===== config.mk =====
export PLATFORM = sky130hd
export DESIGN_NAME = led_matrix_scan_driver
export DESIGN_NICKNAME = d
export VERILOG_FILES = /design/src/lmsd_pkg.sv /design/src/led_matrix_scan_driver.sv
export SDC_FILE = /design/constraint.sdc
export NUM_CORES = 1
export LEC_CHECK = 0
export BUFFER_PORTS_ARGS = -buffer_cell sky130_fd_sc_hd__buf_4
export CAP_MARGIN = 30
export CORE_MARGIN = 2
export CORE_UTILIZATION = 40
export DETAILED_ROUTE_END_ITERATION = 8
export PLACE_DENSITY_LB_ADDON = 0.3
export REMOVE_ABC_BUFFERS = 1
export SETUP_SLACK_MARGIN = 0.15
export SYNTH_ARGS = -nofsm -noshare
export SYNTH_HDL_FRONTEND = slang
export SYNTH_SLANG_ARGS = --single-unit
export TNS_END_PERCENT = 100

===== constraint.sdc =====
create_clock -name clk -period 4 [get_ports clk]
set_input_delay 0.4 -clock clk [delete_from_list [all_inputs] [get_ports clk]]
set_output_delay 0.4 -clock clk [all_outputs]
set_load 0.01 [all_outputs]

===== src/lmsd_pkg.sv =====
// Package with shared widths, register indexes and the pin sequence phases of the LED matrix scan driver.
package lmsd_pkg;

  localparam int DEFAULT_PANEL_WIDTH = 64;
  localparam int DEFAULT_SCAN_ROWS   = 16;

  localparam int COLOR_W   = 3;
  localparam int COLORS_W  = 4 * COLOR_W;
  localparam int ROW_PIN_W = 4;
  localparam int FRAME_W   = 32;
  localparam int ROWS_CFG_W = 5;
  localparam int COLS_CFG_W = 7;
  localparam int CFG_INDEX_W = 2;
  localparam int CFG_DATA_W  = 7;
  localparam int IN_TDATA_W  = 16;
  localparam int OUT_TDATA_W = 56;

  localparam logic [CFG_INDEX_W-1:0] REG_ROWS_IN_USE    = 2'd0;
  localparam logic [CFG_INDEX_W-1:0] REG_COLUMNS_IN_USE = 2'd1;

  typedef enum logic [2:0] {
    PH_SELECT,
    PH_DATA,
    PH_CLK_HIGH,
    PH_CLK_LOW,
    PH_BLANK,
    PH_LATCH_HIGH,
    PH_LATCH_LOW
  } phase_t;

endpackage


===== src/led_matrix_scan_driver.sv =====
// Top level of the LED matrix scan driver: pixel stream in, panel pin states out.
//
// Each accepted pixel transaction yields one output transaction per panel pin state: an
// optional row select at the first column of a row, then data, clock high and clock low,
// and at the end of a row blank, latch high and latch low, so 3, 4, 6 or 7 output
// transactions per pixel. One output transaction leaves per cycle unless a low out_tready
// holds the output register, and the next pixel is accepted in the cycle in which the final
// pin state of the current one enters the output register, so pixels never overlap.
// Configuration writes take effect for the next pixel and are always ready.
module led_matrix_scan_driver
  import lmsd_pkg::*;
#(
  parameter int PANEL_WIDTH = DEFAULT_PANEL_WIDTH,
  parameter int SCAN_ROWS   = DEFAULT_SCAN_ROWS
) (
  input  logic                   clk,
  input  logic                   rst_n,
  input  logic                   in_tvalid,
  output logic                   in_tready,
  // upper_rgb_first[2:0], lower_rgb_first[5:3], upper_rgb_second[8:6],
  // lower_rgb_second[11:9], zero[15:12]
  input  logic [IN_TDATA_W-1:0]  in_tdata,
  output logic                   out_tvalid,
  input  logic                   out_tready,
  // pin_upper_first[2:0], pin_lower_first[5:3], pin_upper_second[8:6],
  // pin_lower_second[11:9], row_address[15:12], shift_clock[16], latch_pulse[17],
  // blank[18], frames_shown[50:19], zero[55:51]
  output logic [OUT_TDATA_W-1:0] out_tdata,
  output logic                   out_tlast,
  input  logic                   cfg_valid,
  output logic                   cfg_ready,
  input  logic [CFG_INDEX_W-1:0] cfg_index,
  input  logic [CFG_DATA_W-1:0]  cfg_data
);

  localparam int CW  = $clog2(PANEL_WIDTH + 1);
  localparam int RW  = $clog2(SCAN_ROWS + 1);
  localparam int CLW = 9;
  localparam int RLW = 6;

  logic [ROWS_CFG_W-1:0] rows_in_use_r;
  logic [COLS_CFG_W-1:0] columns_in_use_r;
  logic [CW-1:0]         column_index_r;
  logic [RW-1:0]         row_index_r;
  logic [FRAME_W-1:0]    frame_counter_r;
  logic [COLORS_W-1:0]   last_colors_r;

  logic                  work_valid_r;
  phase_t                phase_r;
  phase_t                phase_nxt;
  logic [COLORS_W-1:0]   w_colors_r;
  logic [COLORS_W-1:0]   w_prev_r;
  logic [ROW_PIN_W-1:0]  w_row_r;
  logic [FRAME_W-1:0]    w_frames_r;
  logic                  w_end_r;

  logic                  out_valid_r;
  logic [OUT_TDATA_W-1:0] out_data_r;
  logic                  out_last_r;

  logic [CLW-1:0] col_limit;
  logic [RLW-1:0] row_limit;
  logic [CW:0]    column_inc;
  logic [RW:0]    row_inc;
  logic           row_end;
  logic           frame_end;
  logic           accept;
  logic           emit;
  logic           is_last;

  logic [COLORS_W-1:0]  r_colors;
  logic                 r_clock;
  logic                 r_latch;
  logic                 r_blank;

  always_comb begin
    if (columns_in_use_r == '0) begin
      col_limit = CLW'(1);
    end else if ({2'b00, columns_in_use_r} > CLW'(PANEL_WIDTH)) begin
      col_limit = CLW'(PANEL_WIDTH);
    end else begin
      col_limit = {2'b00, columns_in_use_r};
    end
    if (rows_in_use_r == '0) begin
      row_limit = RLW'(1);
    end else if ({1'b0, rows_in_use_r} > RLW'(SCAN_ROWS)) begin
      row_limit = RLW'(SCAN_ROWS);
    end else begin
      row_limit = {1'b0, rows_in_use_r};
    end
  end

  assign column_inc = {1'b0, column_index_r} + (CW + 1)'(1);
  assign row_inc    = {1'b0, row_index_r} + (RW + 1)'(1);
  assign row_end    = CLW'(column_inc) >= col_limit;
  assign frame_end  = RLW'(row_inc) >= row_limit;

  assign is_last  = (phase_r == PH_LATCH_LOW) || ((phase_r == PH_CLK_LOW) && !w_end_r);
  assign emit     = work_valid_r && (!out_valid_r || out_tready);
  assign in_tready = !work_valid_r || (emit && is_last);
  assign accept   = in_tvalid && in_tready;
  assign cfg_ready = 1'b1;

  always_comb begin
    case (phase_r)
      PH_SELECT:     phase_nxt = PH_DATA;
      PH_DATA:       phase_nxt = PH_CLK_HIGH;
      PH_CLK_HIGH:   phase_nxt = PH_CLK_LOW;
      PH_CLK_LOW:    phase_nxt = PH_BLANK;
      PH_BLANK:      phase_nxt = PH_LATCH_HIGH;
      PH_LATCH_HIGH: phase_nxt = PH_LATCH_LOW;
      default:       phase_nxt = PH_LATCH_LOW;
    endcase
  end

  always_comb begin
    r_colors = w_colors_r;
    r_clock  = 1'b0;
    r_latch  = 1'b0;
    r_blank  = 1'b0;
    case (phase_r)
      PH_SELECT: begin
        r_colors = w_prev_r;
      end
      PH_DATA: begin
      end
      PH_CLK_HIGH: begin
        r_clock = 1'b1;
      end
      PH_CLK_LOW: begin
      end
      PH_BLANK: begin
        r_blank = 1'b1;
      end
      PH_LATCH_HIGH: begin
        r_blank = 1'b1;
        r_latch = 1'b1;
      end
      default: begin
        r_blank = 1'b1;
      end
    endcase
  end

  always_ff @(posedge clk) begin
    if (!rst_n) begin
      rows_in_use_r    <= ROWS_CFG_W'(DEFAULT_SCAN_ROWS);
      columns_in_use_r <= COLS_CFG_W'(DEFAULT_PANEL_WIDTH);
      column_index_r   <= '0;
      row_index_r      <= '0;
      frame_counter_r  <= '0;
      last_colors_r    <= '0;
      work_valid_r     <= 1'b0;
      phase_r          <= PH_DATA;
      out_valid_r      <= 1'b0;
    end else begin
      if (cfg_valid && cfg_ready) begin
        if (cfg_index == REG_ROWS_IN_USE) begin
          rows_in_use_r <= cfg_data[ROWS_CFG_W-1:0];
        end else if (cfg_index == REG_COLUMNS_IN_USE) begin
          columns_in_use_r <= cfg_data;
        end
      end
      if (emit) begin
        out_valid_r <= 1'b1;
      end else if (out_tready) begin
        out_valid_r <= 1'b0;
      end
      if (accept) begin
        work_valid_r  <= 1'b1;
        phase_r       <= (column_index_r == '0) ? PH_SELECT : PH_DATA;
        last_colors_r <= in_tdata[COLORS_W-1:0];
        if (row_end) begin
          column_index_r <= '0;
          if (frame_end) begin
            row_index_r     <= '0;
            frame_counter_r <= frame_counter_r + FRAME_W'(1);
          end else begin
            row_index_r <= row_inc[RW-1:0];
          end
        end else begin
          column_index_r <= column_inc[CW-1:0];
        end
      end else if (emit) begin
        if (is_last) begin
          work_valid_r <= 1'b0;
        end else begin
          phase_r <= phase_nxt;
        end
      end
    end
  end

  always_ff @(posedge clk) begin
    if (accept) begin
      w_colors_r <= in_tdata[COLORS_W-1:0];
      w_prev_r   <= last_colors_r;
      w_row_r    <= ROW_PIN_W'(row_index_r);
      w_frames_r <= frame_counter_r;
      w_end_r    <= row_end;
    end
    if (emit) begin
      out_data_r <= {5'b00000, w_frames_r, r_blank, r_latch, r_clock, w_row_r, r_colors};
      out_last_r <= is_last;
    end
  end

  assign out_tvalid = out_valid_r;
  assign out_tdata  = out_data_r;
  assign out_tlast  = out_last_r;

endmodule

==> reports/results.ini <==
[setup_path]
cp_slowest_cell = or4_1
startpoint_type = flip-flop
crit_family = compound AO/OA/AOI/OAI gates
crit_top_cell = ha_1
crit_start = column_index_r[0]
crit_path_max_incr_delay_ns = 0.55
path_cells = ha_1, nand2_1, nor3_1, xor2_1, ha_1, inv_1, o221a_1, o31a_1, clkinv_8, o2111ai_2, or4_1, a21oi_1
cp_data_required_time_ns = 4.35
reg2reg_from = column_index_r[0]
critPathBufInv = 2
worstSetupPathType = reg2reg
crit_fanout = 14
arrival_ns = 3.69
end_kind = flip-flop

[min_path]
hp-class = in2reg
hp-start = in_tdata[8]

[power_and_ir_drop]
p_leak_nw = 3.09
p_per_area_nw_per_um2 = 487
intPower_mw = 3.31
swShare = 0.219
p_seq_frac = 0.525
p_switching_mw = 0.929
peakVddDrop_mv = 0.303
p_clk_frac = 0.398
p_comb_frac = 0.077

[sta]
fin_hold_ws_ns = 0.158
period_share = 0.834
setup-tns-final_ns = 0
fmax_mhz = 300
period_needed_ns = 3.34
hold_viol = 0
rsz0062_at_grt = no
finalSetupViolCount = 0
worstMarginPinSlew_ns = 0.939
max-slew-margin-rel = 0.373
slew_viol_final = 0
finClkSkew_ns = 0.0148
fin_ws_ns = 0.663

[synthesis]
synth_area_um2 = 7290
synth.distinct_cells = 51
synth_edf_count = 113
syn-mean-instance-area_um2 = 12.5
netlist_top_cells_area = edfxtp_1 47%, dfxtp_1 20%, a21oi_1 3.9%
synth_top_area_cell = edfxtp_1
synth-async-reset-ratio = 0
ys_seq_area_frac = 0.666
synth_ff_type = edfxtp_1
synthCells = 584
ys_ff_latch = 186
yosysTopAreaCellShare = 0.466
yosysWarnings = 0

[route]
routed_wl_um = 13200
drt_first_pass_iters = 4
ant_nets = 0
vias = 4603
avgRoutedWirePerCell_um = 14.6
detail_route.iter0.violations = 330
via_per_inst = 5.07
drc = 0

[clock_tree]
clockRootBuffer = clkbuf_16
numCtsBuffers = 17
clock_sinks = 186
clockBufferDepth = 2
cts_tree = done
worstSkewPairLatency_ns = 0.42
cts_max_level = 4
cts_hold_buf = 0
clkTransAtPathRegs_ns = 0.07
cts_resized = 0
cts_setup_buffers = 0

[finish]
area_growth_pct = 19.4
diodes = 0
layoutNonFillerInstCount = 907
fin_nets = 711
final_layout_size_suffix_gt1_frac = 0.209
final_area_um2 = 8700
final_cell_mix = 113 x edfxtp_1, 83 x buf_4, 73 x dfxtp_1, 61 x nand2_1, 57 x a21oi_1
final_common_cell = edfxtp_1

[placed_design]
place_area_um2 = 8100
place_ws_ns = 0.736
gp_congestion = 0.793
hpwl_um = 8870
dp.cells = 875
numPortBuffers = 79

[grt]
grt-ovfl-total = 0
grt_max_degree = 39
grt.total_usage = 0.140
antenna_found_initial = 0
grt_pass1_wl_um = 21800
grt_pass1_vias = 4454

[die]
num_rows = 49
start_util = 0.407
die_w_um = 139
die_h_um = 139
ios = 90
dieArea_um2 = 19300
fp.coreArea_um2 = 17900

[job]
cap_violations = 0

[status]
status = complete, no violations

cell families after synthesis:
kind of cell | count (synthesis) | share of synthesized area
AND/OR/NAND/NOR | 190 | 0.131
flip-flops | 186 | 0.666
AO/OA/AOI/OAI | 109 | 0.0939
buffers and inverters | 47 | 0.0331
multiplexers | 23 | 0.0337
adder cells (fa/ha/maj) | 16 | 0.0275
XOR/XNOR | 11 | 0.0132
other | 2 | 0.00103
layer usage:
layer | up-vias | GRT usage | part of all wire
met5 | - | 0 | 0
met4 | 0 | 0.0489 | 0.013
met3 | 7 | 0.0411 | 0.033
met2 | 80 | 0.238 | 0.52
met1 | 2216 | 0.171 | 0.44
li1 | 2300 | - | -
worst paths after layout:
path	to	slack (ns)	depth (start not counted)
setup / recovery	frame_counter_r[31]	0.66	12
hold / removal	w_colors_r[8]	0.16	1
setup reg to reg	frame_counter_r[31]	0.66	12
hold reg to reg	out_tdata[12]	0.42	0
synthesized netlist by cell type, drive strengths merged, types with 2 or more instances:
| cell type | count |
|---|---|
| nand2b | 5 |
| xnor2 | 6 |
| mux2i | 11 |
| conb | 2 |
| inv | 18 |
| ha | 16 |
| and2 | 6 |
| clkinv | 2 |
| or3 | 19 |
| nand3b | 3 |
| buf | 13 |
| edfxtp | 113 |
| xor2 | 5 |
| nor4 | 4 |
| nor3 | 8 |
| clkbuf | 13 |
| o2111ai | 4 |
| o21a | 5 |
| a21oi | 57 |
| nand4 | 8 |
| dfxtp | 73 |
| nand3 | 23 |
| nand2 | 62 |
| and3 | 5 |
| o21ai | 24 |
| mux2 | 12 |
| nor3b | 3 |
| o31ai | 9 |
| o211ai | 4 |
| nor2 | 30 |
| or4 | 10 |
per-stage QoR:
stage | util | power [mW]
6_report | 0.486 | 4.24
5_1_grt | 0.486 | 4.40
4_1_cts | 0.486 | 4.28
3_5_place_dp | 0.452 | 2.60
3_3_place_gp | 0.451 | 2.58
2_1_floorplan | - | 2.43
sequential cells by signal, indices dropped and copies added (netlist names):
name and flops:
out_tdata 51, phase_r 3, out_tlast 1, column_index_r 7, rows_in_use_r 5, row_index_r 5
work_valid_r 1, columns_in_use_r 7, last_colors_r 12, w_row_r 4, w_prev_r 12, frame_counter_r 32
w_frames_r 32, out_tvalid 1, w_end_r 1, w_colors_r 12
final cells by class:
type | instances | area (µm²)
timing repair buffer | 85 | 654
inverter | 20 | 88.8
sequential | 186 | 4850
multi-input combinational | 355 | 2210
tap | 229 | 287
clock inverter | 13 | 168
fill | 1599 | 9210
clock buffer | 19 | 433
power by group through the flow:
stage	clock (mW)	sequential (mW)	combinational, mW
2_1_floorplan	0	2.28	0.147
3_3_place_gp	0	2.26	0.318
3_5_place_dp	0	2.27	0.332
4_1_cts	1.72	2.23	0.333
5_1_grt	1.80	2.23	0.360
6_report	1.69	2.22	0.326
(Power assumes the default switching activity.)
